===== config.mk =====
export PLATFORM = sky130hd
export DESIGN_NAME = motor_run_state_supervisor_unit
export DESIGN_NICKNAME = d
export VERILOG_FILES = /design/src/rtl/mrss_pkg.sv /design/src/rtl/motor_run_state_supervisor_unit.sv
export VERILOG_INCLUDE_DIRS = /design/src /design/src/rtl
export SDC_FILE = /design/constraint.sdc
export NUM_CORES = 1
export LEC_CHECK = 0
export ABC_CLOCK_PERIOD_IN_PS = 8100
export BUFFER_PORTS_ARGS = -buffer_cell sky130_fd_sc_hd__buf_2
export CAP_MARGIN = 30
export CORE_MARGIN = 2
export CORE_UTILIZATION = 60
export CTS_CLUSTER_DIAMETER = 40
export DETAILED_ROUTE_END_ITERATION = 7
export PLACE_DENSITY_LB_ADDON = 0.15
export SLEW_MARGIN = 20
export SYNTH_ARGS = -nofsm -noshare
export SYNTH_HDL_FRONTEND = slang
export SYNTH_SLANG_ARGS = --single-unit
export TNS_END_PERCENT = 30

===== constraint.sdc =====
create_clock -name clk -period 8.1 [get_ports clk]
set_input_delay 2.025 -clock clk [delete_from_list [all_inputs] [get_ports clk]]
set_output_delay 2.025 -clock clk [all_outputs]
set_load 0.02 [all_outputs]

===== src/rtl/assert_macros.svh =====
// Assertion macros for the motor run state supervisor RTL.
// Every macro samples on the rising edge of clk and is disabled while rst_n is low.
`ifndef ASSERT_MACROS_SVH
`define ASSERT_MACROS_SVH
`ifndef ASSERT_OFF
`define ASSERT_ALWAYS(lbl, cond) \
    lbl: assert property (@(posedge clk) disable iff (!rst_n) (cond)) \
        else $error("assertion failed");
`define ASSERT_NEXT(lbl, ante, cons) \
    lbl: assert property (@(posedge clk) disable iff (!rst_n) (ante) |=> (cons)) \
        else $error("assertion failed");
`else
`define ASSERT_ALWAYS(lbl, cond)
`define ASSERT_NEXT(lbl, ante, cons)
`endif
`endif


===== src/rtl/mrss_pkg.sv =====
// Package for the motor run state supervisor: payload types, register
// indexes and configuration reset values. No dependencies.
`timescale 1ns / 1ps

package mrss_pkg;

    localparam int CFG_INDEX_W = 2;
    localparam int CFG_DATA_W  = 16;
    localparam int IN_DATA_W   = 32;
    localparam int OUT_DATA_W  = 16;

    localparam logic [CFG_INDEX_W-1:0] CFG_ZERO_SPEED_LIMIT   = 2'd0;
    localparam logic [CFG_INDEX_W-1:0] CFG_PWM_SETTLE_UPDATES = 2'd1;
    localparam logic [CFG_INDEX_W-1:0] CFG_CONTACTOR_CHECK    = 2'd2;

    localparam logic [15:0] ZERO_SPEED_LIMIT_RST   = 16'd500;
    localparam logic [7:0]  PWM_SETTLE_UPDATES_RST = 8'd2;
    localparam logic        CONTACTOR_CHECK_RST    = 1'b1;

    localparam logic OP_TICK = 1'b0;
    localparam logic OP_PWM  = 1'b1;

    localparam logic [7:0] SETTLE_MAX = 8'hFF;

    // Input payload, lowest field last.
    typedef struct packed {
        logic signed [15:0] mech_speed_rpm;
        logic [7:0]         hall_fault_code;
        logic               stall_detected;
        logic               contactor_closed;
        logic               bus_under_volt;
        logic               phase_over_current;
        logic               bus_over_volt;
        logic               run_clear;
        logic               run_set;
    } in_item_t;

    // Result payload, lowest field last.
    typedef struct packed {
        logic       target_zero;
        logic       clear_stall;
        logic       force_control_step;
        logic       clear_loops;
        logic       run_flag;
        logic       pwm_enable;
        logic [2:0] motor_state;
    } out_item_t;

endpackage


===== src/rtl/motor_run_state_supervisor_unit.sv =====
// Motor run state supervisor: five-state drive supervisor with config port.
// Depends on mrss_pkg and assert_macros.svh.
// Each result is registered in the output buffer. Throughput: one request per
// cycle while the skid slot is empty; the state update is a single pass of
// next-state logic, and a two-entry output buffer keeps accepting while one
// result waits. Reset (rst_n low, asynchronous) returns to idle with
// configuration registers at their defaults and the output buffer empty.
`timescale 1ns / 1ps
`include "assert_macros.svh"

module motor_run_state_supervisor_unit (
    input  logic                                 clk,
    input  logic                                 rst_n,
    // Configuration write channel.
    input  logic                                 cfg_valid,
    output logic                                 cfg_ready,
    input  logic [mrss_pkg::CFG_INDEX_W-1:0]     cfg_index,
    input  logic [mrss_pkg::CFG_DATA_W-1:0]      cfg_data,
    // Input stream.
    input  logic                                 s_tvalid,
    output logic                                 s_tready,
    // s_tdata, from bit 0: run_set, run_clear, bus_over_volt, phase_over_current,
    // bus_under_volt, contactor_closed, stall_detected, hall_fault_code[7:0],
    // mech_speed_rpm[15:0], one unused pad bit.
    input  logic [mrss_pkg::IN_DATA_W-1:0]       s_tdata,
    // s_tuser: opcode (0 tick, 1 PWM update).
    input  logic                                 s_tuser,
    // Result stream.
    output logic                                 m_tvalid,
    input  logic                                 m_tready,
    // m_tdata, from bit 0: motor_state[2:0], pwm_enable, run_flag, clear_loops,
    // force_control_step, clear_stall, target_zero, seven zero pad bits.
    output logic [mrss_pkg::OUT_DATA_W-1:0]      m_tdata
);
    import mrss_pkg::*;

    typedef enum logic [2:0] {
        ST_IDLE = 3'd0,
        ST_INIT = 3'd1,
        ST_RUN  = 3'd2,
        ST_STOP = 3'd3,
        ST_WAIT = 3'd4
    } state_t;

    localparam int OUT_PAD_W = OUT_DATA_W - $bits(out_item_t);

    // Configuration registers.
    logic [15:0] zero_speed_limit_reg;
    logic [7:0]  pwm_settle_updates_reg;
    logic        contactor_check_reg;

    // Supervisor state.
    state_t      state_reg, state_next;
    logic        run_request_reg, run_request_next;
    logic        pwm_on_reg, pwm_on_next;
    logic [15:0] zero_count_reg, zero_count_next;
    logic [7:0]  settle_count_reg, settle_count_next;
    logic        init_entered_reg, init_entered_next;

    // Output buffer: main slot plus skid slot.
    out_item_t   out_item_reg, skid_item_reg;
    logic        out_valid_reg, skid_valid_reg;

    in_item_t    in_item;
    out_item_t   result;
    logic        s_accept, m_pop, tick;
    logic        run_req_cmd, any_fault, speed_zero;
    logic        p_clear, p_force, p_stall, p_target;
    logic [15:0] zero_count_inc;
    logic [7:0]  settle_sat;

    assign in_item    = in_item_t'(s_tdata[$bits(in_item_t)-1:0]);
    assign cfg_ready  = 1'b1;
    assign s_tready   = !skid_valid_reg;
    assign s_accept   = s_tvalid && s_tready;
    assign m_tvalid   = out_valid_reg;
    assign m_pop      = out_valid_reg && m_tready;
    assign m_tdata    = {{OUT_PAD_W{1'b0}}, out_item_reg};
    assign tick       = (s_tuser == OP_TICK);
    assign speed_zero = (in_item.mech_speed_rpm == 16'sd0);
    assign any_fault  = in_item.bus_over_volt || in_item.phase_over_current
                     || in_item.bus_under_volt || in_item.stall_detected
                     || (in_item.hall_fault_code != 8'd0);
    assign zero_count_inc = zero_count_reg + 16'd1;
    assign settle_sat = (settle_count_reg < SETTLE_MAX) ? settle_count_reg + 8'd1
                                                        : settle_count_reg;

    // The run bits apply first, on every item whatever its kind.
    always_comb
    begin
        priority if (in_item.run_clear)
            run_req_cmd = 1'b0;
        else if (in_item.run_set)
            run_req_cmd = 1'b1;
        else
            run_req_cmd = run_request_reg;
    end

    always_comb
    begin
        state_next        = state_reg;
        run_request_next  = run_req_cmd;
        pwm_on_next       = pwm_on_reg;
        zero_count_next   = zero_count_reg;
        settle_count_next = settle_count_reg;
        init_entered_next = init_entered_reg;
        p_clear  = 1'b0;
        p_force  = 1'b0;
        p_stall  = 1'b0;
        p_target = 1'b0;
        if (tick)
        begin
            unique case (state_reg)
                ST_IDLE:
                begin
                    if (run_req_cmd && !in_item.bus_over_volt
                        && !in_item.phase_over_current && !in_item.bus_under_volt
                        && (!contactor_check_reg || in_item.contactor_closed))
                    begin
                        state_next        = ST_INIT;
                        init_entered_next = 1'b0;
                    end
                end
                ST_INIT:
                begin
                    if (!init_entered_reg)
                    begin
                        p_clear           = 1'b1;
                        p_force           = 1'b1;
                        pwm_on_next       = 1'b1;
                        settle_count_next = 8'd0;
                        init_entered_next = 1'b1;
                    end
                end
                ST_RUN:
                begin
                    if (!run_req_cmd || any_fault)
                    begin
                        pwm_on_next = 1'b0;
                        state_next  = ST_STOP;
                    end
                end
                ST_STOP:
                begin
                    p_target         = 1'b1;
                    run_request_next = 1'b0;
                    if (speed_zero)
                    begin
                        // Counts zero-speed ticks; cleared on leaving to ST_WAIT.
                        if (zero_count_inc > zero_speed_limit_reg)
                        begin
                            zero_count_next = 16'd0;
                            state_next      = ST_WAIT;
                        end
                        else
                            zero_count_next = zero_count_inc;
                    end
                end
                ST_WAIT:
                begin
                    p_target    = 1'b1;
                    p_clear     = 1'b1;
                    p_stall     = 1'b1;
                    pwm_on_next = 1'b0;
                    state_next  = ST_IDLE;
                end
                default:
                    state_next = ST_STOP;
            endcase
        end
        else if (state_reg == ST_INIT && init_entered_reg)
        begin
            settle_count_next = settle_sat;
            if (settle_sat >= pwm_settle_updates_reg)
            begin
                state_next        = ST_RUN;
                init_entered_next = 1'b0;
            end
        end
    end

    always_comb
    begin
        result.motor_state        = state_next;
        result.pwm_enable         = pwm_on_next;
        result.run_flag           = run_request_next;
        result.clear_loops        = p_clear;
        result.force_control_step = p_force;
        result.clear_stall        = p_stall;
        result.target_zero        = p_target;
    end

    always_ff @(posedge clk or negedge rst_n)
    begin
        if (!rst_n)
        begin
            zero_speed_limit_reg   <= ZERO_SPEED_LIMIT_RST;
            pwm_settle_updates_reg <= PWM_SETTLE_UPDATES_RST;
            contactor_check_reg    <= CONTACTOR_CHECK_RST;
        end
        else if (cfg_valid && cfg_ready)
        begin
            unique case (cfg_index)
                CFG_ZERO_SPEED_LIMIT:   zero_speed_limit_reg   <= cfg_data;
                CFG_PWM_SETTLE_UPDATES: pwm_settle_updates_reg <= cfg_data[7:0];
                CFG_CONTACTOR_CHECK:    contactor_check_reg    <= cfg_data[0];
                default: ;
            endcase
        end
    end

    always_ff @(posedge clk or negedge rst_n)
    begin
        if (!rst_n)
        begin
            state_reg        <= ST_IDLE;
            run_request_reg  <= 1'b0;
            pwm_on_reg       <= 1'b0;
            zero_count_reg   <= 16'd0;
            settle_count_reg <= 8'd0;
            init_entered_reg <= 1'b0;
        end
        else if (s_accept)
        begin
            state_reg        <= state_next;
            run_request_reg  <= run_request_next;
            pwm_on_reg       <= pwm_on_next;
            zero_count_reg   <= zero_count_next;
            settle_count_reg <= settle_count_next;
            init_entered_reg <= init_entered_next;
        end
    end

    always_ff @(posedge clk or negedge rst_n)
    begin
        if (!rst_n)
        begin
            out_item_reg   <= '0;
            skid_item_reg  <= '0;
            out_valid_reg  <= 1'b0;
            skid_valid_reg <= 1'b0;
        end
        else if (m_pop)
        begin
            if (skid_valid_reg)
            begin
                out_item_reg   <= skid_item_reg;
                skid_valid_reg <= 1'b0;
            end
            else if (s_accept)
                out_item_reg <= result;
            else
                out_valid_reg <= 1'b0;
        end
        else if (s_accept)
        begin
            if (!out_valid_reg)
            begin
                out_item_reg  <= result;
                out_valid_reg <= 1'b1;
            end
            else
            begin
                skid_item_reg  <= result;
                skid_valid_reg <= 1'b1;
            end
        end
    end

    `ASSERT_ALWAYS(a_skid_behind_out, !skid_valid_reg || out_valid_reg)
    `ASSERT_ALWAYS(a_idle_pwm_off, state_reg != ST_IDLE || !pwm_on_reg)
    `ASSERT_ALWAYS(a_entered_only_in_init, !init_entered_reg || state_reg == ST_INIT)
    `ASSERT_NEXT(a_wait_to_idle, s_accept && tick && state_reg == ST_WAIT, state_reg == ST_IDLE)

endmodule

==> results of run 1 <==
Yosys cell counts (2+ instances only):
master,instances
nand4_2,2
clkbuf_1,13
nand3b_1,3
nor4_1,7
nand2b_1,5
a22o_1,14
a21boi_0,2
nand2_1,54
dfrtp_1,67
o211ai_1,3
o22ai_1,4
nor3b_1,3
nand4_1,5
buf_4,9
and3_1,12
ha_1,26
o21ai_0,40
conb_1,2
buf_2,5
and2_1,2
dfstp_2,8
nor2_1,26
nor2b_1,16
buf_6,2
nand3_1,16
a21o_1,3
o21a_1,3
and4_1,2
a31oi_1,7
mux2_2,15
nor3_1,9
o31ai_1,2
a211oi_1,2
o21ai_1,10
xor2_1,7
inv_1,28
a21oi_1,25
xnor2_1,10
tightest hold or removal path: stages, from the launching register on:
cell and delay (ps):
dfrtp_1 350, nand2_1 50, o21ai_0 60
placed cells by master (no fill, tap or decap), types with 12 or more instances in the layout:
cell,Yosys,routed
a21oi_1,25,25
a22o_1,14,14
and3_1,12,12
buf_2,5,65
dfrtp_1,67,67
ha_1,26,26
inv_1,28,28
mux2_2,15,15
nand2_1,54,54
nand3_1,16,16
nor2_1,26,26
nor2b_1,16,16
o21ai_0,40,40
metal layers:
layer	global-route usage, %	vias to the layer above
li1	-	1806
met1	29.33	1703
met2	40.40	83
met3	6.957	20
met4	8.846	0
met5	0	-
stage by stage:
step	instances	hold WS [ps]	utilization, %	total power [mW]	worst slack (ps)
after floorplan	490	449.7	-	0.7317	4636
after global placement	627	462.7	66.09	0.8116	4220
after detailed placement	627	473.4	66.09	0.8252	4233
after CTS	643	492.6	68.77	1.117	4385
after global routing	645	521.2	69.26	1.190	4125
final	645	487.1	69.26	1.114	4410
logic make-up (layout without fill, tap and decap cells):
| group | Yosys count | after routing |
|---|---|---|
| AO/OA/AOI/OAI | 122 | 122 |
| XOR/XNOR | 17 | 17 |
| adder cells (fa/ha/maj) | 26 | 26 |
| buffers and inverters | 58 | 114 |
| flip-flops | 75 | 75 |
| multiplexers | 15 | 15 |
| other | 2 | 8 |
| AND/OR/NAND/NOR | 169 | 169 |
power groups by stage:
stage               sequential, mW  clock, mW  combinational, mW
floorplan                    0.520          0              0.212
CTS                          0.505      0.297              0.315
global route                 0.516      0.314              0.360
detailed placement           0.512          0              0.313
finish                       0.506      0.291              0.317
global placement             0.508          0              0.303
worst max path at each step:
stage / endpoint / cells past startpoint / startpoint / slack, ps
global route: zero_count_reg[0] / 14 / zero_count_reg[0] / 4120
finish: zero_count_reg[0] / 14 / zero_count_reg[0] / 4410
global placement: zero_count_reg[0] / 7 / s_tdata[25] / 4220
detailed placement: zero_count_reg[9] / 7 / s_tdata[24] / 4230
floorplan: m_tdata[0] / 7 / s_tdata[1] / 4640
CTS: zero_count_reg[0] / 14 / zero_count_reg[0] / 4380
cell type report:
class	count	area share [%]
timing repair buffer	69	7.553
sequential	75	37.97
multi-input combinational	357	45.92
tap	99	2.492
clock buffer	10	2.568
inverter	29	2.190
clock inverter	6	1.309
==> impl_metrics.env, run 1 <==
export IMPL_crit_type="flop to flop"
export IMPL_grtUsageTotal_pct=23.94
export IMPL_clock_sinks=75
export IMPL_antenna_found_initial=0
export IMPL_vias=3612
export IMPL_ys_seq_elements=75
export IMPL_synth_top_family_by_area="simple AND/OR/NAND/NOR gates"
export IMPL_dr_wl_met2_mm=4.436
export IMPL_die_area_mm2=0.008060
export IMPL_r2r_start="zero_count_reg[0]"
export IMPL_core_mm2=0.007176
export IMPL_yosysUniqueCellTypes=53
export IMPL_crit_arrival_ps=3940
export IMPL_fillers=575
export IMPL_p_int_mw=0.7233
export IMPL_path_clk_slew_ps=80
export IMPL_endpoint_kind="flop"
export IMPL_syn_avg_cell_area_um2=9.120
export IMPL_fmax_mhz=271.0
export IMPL_ir_drop_mv=0.1096
export IMPL_port_buffers=65
export IMPL_wl_met3_um=416
export IMPL_grt_max_degree=76
export IMPL_nNetsFinal=623
export IMPL_hold_class="flop to flop"
export IMPL_synth_compound_area_share_pct=16.78
export IMPL_clock_skew_ps=11.55
export IMPL_syn_inst=484
export IMPL_cp_max_fo=18
export IMPL_diodes=0
export IMPL_postCtsResizedCells=0
export IMPL_grt_ovfl_total=0
export IMPL_clk_latency_ps=360
export IMPL_seqPwrFrac_pct=45.4
export IMPL_synth_top_area_share_pct=37.98
export IMPL_rsz0062_at_grt="false"
export IMPL_synth_top_cells_by_area="dfrtp_1 38%, ha_1 7.4%, dfstp_2 4.8%"
export IMPL_routed_wl_mm=9.078
export IMPL_synthSimpleGateAreaFrac_pct=19.56
export IMPL_netlist_area_mm2=0.004414
export IMPL_seq_area_mm2=0.001887
export IMPL_ios=75
export IMPL_drive_gt1_share_pct=21.43
export IMPL_die_w_um=89.78
export IMPL_synth_edf_count=0
export IMPL_crit_buf_inv=0
export IMPL_p_comb_share_pct=28.5
export IMPL_worstMarginPinSlew_ps=579.8
export IMPL_maxCapViolations=0
export IMPL_hold_violations=0
export IMPL_synthAdderAreaFrac_pct=7.370
export IMPL_finalSetupViolCount=0
export IMPL_drc_errors=0
export IMPL_synthMuxAreaShare_pct=3.827
export IMPL_switching_share_pct=35.07
export IMPL_cts_buffers=9
export IMPL_holdPathEnd="run_request_reg"
export IMPL_leakagePower_nw=2.387
export IMPL_path_cells="ha_1, nand3_1, nor2_1, and3_1, nand3_1, xnor2_1, ha_1, nand4_2, nor4_2, a21bo_1, nand4_2, and2_4, nor2b_2, mux2_2"
export IMPL_hold_start="run_request_reg"
export IMPL_wl_per_cell_um=14.07
export IMPL_start_util_pct=61.52
export IMPL_htree_levels=3
export IMPL_p_per_area_mw_per_mm2=224.1
export IMPL_path_delay_family="simple AND/OR/NAND/NOR gates"
export IMPL_clk_path_buf_depth=2
export IMPL_place_congestion=0.9075
export IMPL_ant_nets=0
export IMPL_chipHeight_um=89.78
export IMPL_fin_crit_ps=3690
export IMPL_grt_first_pass_wirelength_mm=15.75
export IMPL_drt_pass1_iterations=4
export IMPL_cts_tree="done"
export IMPL_required_ps=8350
export IMPL_viasPerCell=5.600
export IMPL_cp_start_kind="flop"
export IMPL_min_path_cells=2
export IMPL_synth_xor_area_share_pct=3.373
export IMPL_multi_input_area_mm2=0.002282
export IMPL_status="finished, final reports clean"
export IMPL_synthToLayoutAreaGrowth_pct=12.59
export IMPL_fin_crit_sh_pct=45.55
export IMPL_crit_path_max_incr_delay_ps=450
export IMPL_yosysSeqAreaShare_pct=42.74
export IMPL_drtIter0Drc=162
export IMPL_async_reset_ff_share_pct=100.0
export IMPL_rr_worst_depth=14
export IMPL_crit_slowest_cell="dfrtp_1"
export IMPL_r2r_end="zero_count_reg[0]"
export IMPL_grt_pass1_vias=3492
export IMPL_relSlewSlack_pct=60.99
export IMPL_cts_setup_buffers=0
export IMPL_yosysWarnings=0
export IMPL_final_cell_area_mm2=0.004970
export IMPL_wl_met1_mm=4.030
export IMPL_r2r_setup_slack_ps=4410
export IMPL_final_setup_tns_ps=0
export IMPL_row_count=31
export IMPL_root_buffer="clkbuf_8"
export IMPL_dp_final_hpwl_mm=6.646
export IMPL_p_sw_mw=0.3907
export IMPL_p_clk_share_pct=26.1
export IMPL_final_max_slew_violation_count=0
export IMPL_place_area_mm2=0.004742
export IMPL_cts_hold_buf=0
export IMPL_dr_max_layer_used="met4"
export IMPL_yosysTopAreaCell="dfrtp_1"
export IMPL_synth_ff_type="dfrtp_1"
Power figures use the tool's default switching activity.
==> run 2: changes to the inputs <==
Settings changed: ABC_AREA set to 1, ABC_CLOCK_PERIOD_IN_PS 8100 to 3000, CORE_UTILIZATION 60 to 51.
Clock period 8.1 ns to 3 ns, I/O delays scaled along.
==> impl_metrics.env, run 2 <==
export IMPL_die_area_mm2=0.009318
export IMPL_crit_type="flop to flop"
export IMPL_clk_path_buf_depth=2
export IMPL_status="finished, final reports clean"
export IMPL_root_buffer="clkbuf_8"
export IMPL_synth_edf_count=0
export IMPL_synthToLayoutAreaGrowth_pct=20.54
export IMPL_rr_worst_depth=20
export IMPL_drive_gt1_share_pct=24.38
export IMPL_drt_pass1_iterations=4
export IMPL_cts_tree="done"
export IMPL_crit_path_max_incr_delay_ps=410
export IMPL_mostFrequentLayoutCell="nand2_1"
export IMPL_synth_ff_type="dfrtp_1"
export IMPL_yosysWarnings=0
export IMPL_hold_class="input port to async pin"
export IMPL_place_congestion=0.8443
export IMPL_nNetsFinal=725
export IMPL_r2r_setup_slack_ps=100
export IMPL_ys_seq_elements=75
export IMPL_finalSetupViolCount=0
export IMPL_routed_wl_mm=9.497
export IMPL_maxCapViolations=0
export IMPL_diodes=0
export IMPL_rsz0062_at_grt="true"
export IMPL_clk_latency_ps=360
export IMPL_required_ps=3250
export IMPL_async_reset_ff_share_pct=100.0
export IMPL_r2r_end="m_tdata[0]"
export IMPL_synth_top_cells_by_count="130 x nand2_1, 90 x inv_1, 67 x dfrtp_1"
export IMPL_endpoint="m_tdata[0]"
export IMPL_total_power_mw=3.608
export IMPL_crit_start="zero_count_reg[0]"
export IMPL_ant_nets=0
export IMPL_dp_final_hpwl_mm=6.909
export IMPL_leakagePower_nw=2.770
export IMPL_worstMarginPinSlew_ps=670.8
export IMPL_syn_avg_cell_area_um2=7.798
export IMPL_final_max_slew_violation_count=0
export IMPL_core_mm2=0.008258
export IMPL_synth_top_cells_by_area="dfrtp_1 38%, nand2_1 11%, inv_1 7.7%"
export IMPL_grt_max_degree=33
export IMPL_ir_drop_mv=0.4290
export IMPL_syn_inst=560
export IMPL_grtUsageTotal_pct=21.50
export IMPL_drc_errors=0
export IMPL_cp_start_kind="flop"
export IMPL_fin_crit_sh_pct=96.69
export IMPL_mostFrequentLayoutCells="117 x nand2_1, 88 x inv_1, 67 x dfrtp_1"
export IMPL_r2r_start="zero_count_reg[0]"
export IMPL_start_util_pct=52.88
export IMPL_viasPerCell=5.041
export IMPL_cp_max_fo=3
export IMPL_wl_per_cell_um=12.61
export IMPL_row_count=33
export IMPL_port_buffers=65
export IMPL_endpoint_kind="flop"
export IMPL_fmax_mhz=344.7
export IMPL_cts_hold_buf=0
export IMPL_p_per_area_mw_per_mm2=685.4
export IMPL_fin_crit_ps=2901
export IMPL_yosysTopAreaCell="dfrtp_1"
export IMPL_relSlewSlack_pct=55.28
export IMPL_crit_slowest_cell="dfrtp_1"
export IMPL_yosysSeqAreaShare_pct=43.21
export IMPL_grt_pass1_vias=3620
export IMPL_netlist_area_mm2=0.004367
export IMPL_clock_skew_ps=8.532
export IMPL_chipHeight_um=96.53
export IMPL_yosysUniqueCellTypes=38
export IMPL_grt_ovfl_total=0
export IMPL_antenna_found_initial=0
export IMPL_crit_top_cell="nand2_2"
export IMPL_synth_top_area_share_pct=38.40
export IMPL_drtIter0Drc=125
export IMPL_grt_first_pass_wirelength_mm=15.57
export IMPL_crit_arrival_ps=3150
export IMPL_vias=3796
export IMPL_synth_most_common_cell="nand2_1"
export IMPL_die_w_um=96.53
export IMPL_place_ws_ps=13.19
export IMPL_cts_buffers=9
export IMPL_hold_violations=0
export IMPL_clock_sinks=75
export IMPL_path_cells="ha_4, nand3_4, nor2_4, inv_2, or2_4, nor2_4, nand3_2, xor2_2, ha_1, nand2_2, nor3_4, nand2_1, nand2_2, nand3_2, nand2_2, nand2_2, nand2_2, nand3_2, nand2_2, nand2_1"
export IMPL_path_clk_slew_ps=80
export IMPL_htree_levels=3
export IMPL_holdWs_ps=419.4
export IMPL_setup_ws_ps=99.19
export IMPL_ios=75
==> run 2: cell count changes after synthesis, moves of 6 or more <==
cell	before	now
a22o_1	14	0
a31oi_1	7	1
and3_1	12	0
clkbuf_1	13	5
inv_1	28	90
mux2_2	15	0
nand2_1	54	130
nor2_1	26	43
nor2b_1	16	0
o21ai_0	40	50
o22ai_1	4	11
xnor2_1	10	2
==> run 2: worst max-delay path, delay by kind of cell, from the launching register on <==
kind	cells	cell delay, ps
xor+xnor	1	170
flops	1	410
fa+ha+maj	2	460
buf+inv	1	40
simple gates	16	1720
==> run 2: cells by family (layout without fill, tap and decap cells) <==
| group | count (synthesis) | count (layout) | synth area share, % |
|---|---|---|---|
| compound gates | 105 | 105 | 12.87 |
| mux | 1 | 1 | 0.2292 |
| fa+ha+maj | 26 | 26 | 7.450 |
| xor+xnor | 13 | 13 | 2.779 |
| flops | 75 | 75 | 43.21 |
| buf+inv | 111 | 193 | 10.43 |
| other cells | 2 | 8 | 0.1720 |
| simple gates | 227 | 227 | 22.87 |
==> run 2: layout make-up <==
class	count	area, µm²
clock buffers	9	123.9
clock inverters	7	92.59
fillers	709	2994
inverters	95	356.6
multi-input cells	380	2200
flip-flops and latches	75	1887
well taps	105	131.4
repair buffers	82	473.0
==> run 2: routing by layer <==
metal / vias up / wire length [µm] / track usage [%]
li1: 1944 / - / -
met1: 1741 / 4527 / 29.39
met2: 95 / 4336 / 34.38
met3: 16 / 422 / 3.646
met4: 0 / 210 / 8.216
met5: - / 0 / 0
==> run 2: power by group <==
group / internal (mW) / switching [mW] / total [mW] / leakage, nW
Combinational: 0.489 / 0.828 / 1.32 / 1.77
Sequential: 1.27 / 0.157 / 1.43 / 0.899
Clock: 0.465 / 0.398 / 0.863 / 0.101
Total: 2.22 / 1.38 / 3.61 / 2.77
==> run 2: worst min-delay path by stage <==
stage	startpoint	endpoint	slack, ps	cells past startpoint
final	rst_n	zero_count_reg[2]	420	1
after global routing	rst_n	zero_count_reg[5]	470	1
after CTS	rst_n	zero_count_reg[7]	450	1
after detailed placement	m_tdata[3]	m_tdata[3]	460	2
after global placement	m_tdata[3]	m_tdata[3]	460	2
after floorplan	skid_item_reg[2]	skid_item_reg[2]	440	2
==> run 2: metrics by stage <==
| step | setup TNS, ps | util, % | instance area [µm²] | std cells |
|---|---|---|---|---|
| after floorplan | 0 | - | 4389 | 566 |
| after global placement | 0 | 58.18 | 4805 | 726 |
| after detailed placement | 0 | 58.18 | 4805 | 726 |
| after CTS | 0 | 61.06 | 5042 | 743 |
| after global routing | -800.1 | 63.74 | 5264 | 753 |
| final | 0 | 63.74 | 5264 | 753 |
==> run 2: repair_timing <==
item / 4_1_cts / 5_1_grt
pin swaps: 0 / 15
endpoints found under the setup margin: 5 / 23
cloned: 0 / 0
buffers inserted: 1 / 10
gates resized for setup: 3 / 42
==> run 3: changes to the inputs <==
Settings changed: CORE_UTILIZATION 51 to 35, CTS_CLUSTER_SIZE set to 40.
==> impl_metrics.env, run 3 (synthesis gave the netlist of run 2 again) <==
export IMPL_wl_per_cell_um=12.31
export IMPL_chipHeight_um=115.7
export IMPL_finalSetupViolCount=0
export IMPL_hold_violations=0
export IMPL_clk_latency_ps=330
export IMPL_fin_crit_sh_pct=95.43
export IMPL_final_util_pct=44.43
export IMPL_relSlewSlack_pct=61.94
export IMPL_grt_first_pass_wirelength_mm=16.80
export IMPL_ant_nets=0
export IMPL_clock_sinks=75
export IMPL_grtUsageTotal_pct=15.86
export IMPL_final_cell_area_mm2=0.005381
export IMPL_rr_worst_depth=20
export IMPL_die_area_mm2=0.01339
export IMPL_row_count=40
export IMPL_r2r_end="m_tdata[0]"
export IMPL_p_per_area_mw_per_mm2=705.1
export IMPL_place_congestion=0.8122
export IMPL_mostFrequentLayoutCells="123 x nand2_1, 89 x inv_1, 66 x dfrtp_1"
export IMPL_cts_hold_buf=0
export IMPL_ios=75
export IMPL_final_setup_tns_ps=0
export IMPL_path_cells="ha_4, nand3_4, nor2_4, inv_2, or2_4, nor2_4, nand3_2, xor2_2, ha_1, nand2_2, nor3_4, nand2_1, nand2_2, nand3_4, nand2_2, nand2_1, nand2_1, nand3_1, nand2_1, nand2_1"
export IMPL_nNetsFinal=719
export IMPL_hold_class="input port to async pin"
export IMPL_htree_levels=3
export IMPL_r2r_setup_slack_ps=140
export IMPL_viasPerCell=4.675
export IMPL_holdWs_ps=418.9
export IMPL_crit_top_cell="nand2_1"
export IMPL_port_buffers=65
export IMPL_leakagePower_nw=2.777
export IMPL_cts_buffers=9
export IMPL_grt_ovfl_total=0
export IMPL_clk_path_buf_depth=2
export IMPL_drtIter0Drc=136
export IMPL_worstMarginPinSlew_ps=570.8
export IMPL_endpoint_kind="flop"
export IMPL_crit_slowest_cell="dfrtp_1"
export IMPL_dp_final_hpwl_mm=7.499
export IMPL_crit_arrival_ps=3080
export IMPL_rsz0062_at_grt="true"
export IMPL_grt_pass1_vias=3552
export IMPL_cp_start_kind="flop"
export IMPL_start_util_pct=36.05
export IMPL_grt_max_degree=43
export IMPL_final_max_slew_violation_count=0
export IMPL_drc_errors=0
export IMPL_cp_max_fo=3
export IMPL_fmax_mhz=349.3
export IMPL_mostFrequentLayoutCell="nand2_1"
export IMPL_cts_tree="done"
export IMPL_place_area_mm2=0.004893
export IMPL_path_clk_slew_ps=60
export IMPL_antenna_found_initial=0
export IMPL_maxCapViolations=0
export IMPL_vias=3787
export IMPL_crit_path_max_incr_delay_ps=420
export IMPL_core_mm2=0.01211
export IMPL_diodes=0
export IMPL_synthToLayoutAreaGrowth_pct=23.24
export IMPL_status="finished, final reports clean"
export IMPL_drive_gt1_share_pct=22.12
export IMPL_required_ps=3220
export IMPL_ir_drop_mv=0.3493
export IMPL_fin_crit_ps=2863
export IMPL_root_buffer="clkbuf_16"
export IMPL_drt_pass1_iterations=4
export IMPL_crit_type="flop to flop"
export IMPL_clock_skew_ps=7.035
export IMPL_routed_wl_mm=9.974
export IMPL_die_w_um=115.7
export IMPL_r2r_start="zero_count_reg[0]"
==> run 3: worst max-delay path: cells and delay by family, from the launching register on <==
family / cells / cell delay [ps]
fa+ha+maj: 2 / 460
flops: 1 / 420
buf+inv: 1 / 40
simple gates: 16 / 1670
xor+xnor: 1 / 160
==> run 3: what timing repair did <==
item / in CTS / in global routing
endpoints found under the setup margin: 2 / 12
pin swaps: 0 / 9
gates resized for setup: 1 / 36
setup buffers: 0 / 4
==> run 3: how the worst max path moves through the flow <==
stage | startpoint | endpoint | slack, ps | cells after the start
floorplan | zero_count_reg[0] | skid_item_reg[0] | 370 | 20
global placement | zero_count_reg[0] | m_tdata[0] | 50 | 21
detailed placement | zero_count_reg[0] | m_tdata[0] | 10 | 21
CTS | zero_count_reg[0] | skid_item_reg[0] | 70 | 21
global route | zero_count_reg[0] | m_tdata[0] | -90 | 20
finish | zero_count_reg[0] | m_tdata[0] | 140 | 20
==> run 3: cell type report <==
class,instances,area (µm²)
Inverter,95,356.6
Clock inverter,2,35.03
Sequential cell,75,1888
Clock buffer,14,264.0
Fill cell,1240,6730
Multi-Input combinational cell,380,2205
Tap cell,168,210.2
Timing Repair Buffer,76,422.9
==> run 3: power by group <==
| part | leakage (nW) | switching (mW) | internal (mW) | total (mW) |
|---|---|---|---|---|
| logic | 1.73 | 0.803 | 0.464 | 1.27 |
| registers | 0.897 | 0.161 | 1.27 | 1.43 |
| clock network | 0.147 | 0.404 | 0.689 | 1.09 |
==> run 3: routing by layer <==
layer / GRT usage (%) / up-vias / share of wire [%]
met5: 0 / - / 0
met1: 22.65 / 1746 / 49
met4: 4.683 / 0 / 1.3
li1: - / 1939 / -
met2: 24.33 / 92 / 45
met3: 3.347 / 10 / 5.2
==> run 3: through the flow <==
stage | instances | total power, mW | setup WS, ps
floorplan | 566 | 2.332 | 372.4
global placement | 790 | 2.650 | 50.89
detailed placement | 790 | 2.684 | 12.66
CTS | 806 | 3.800 | 74.53
global route | 810 | 4.102 | -91.61
finish | 810 | 3.795 | 137.2
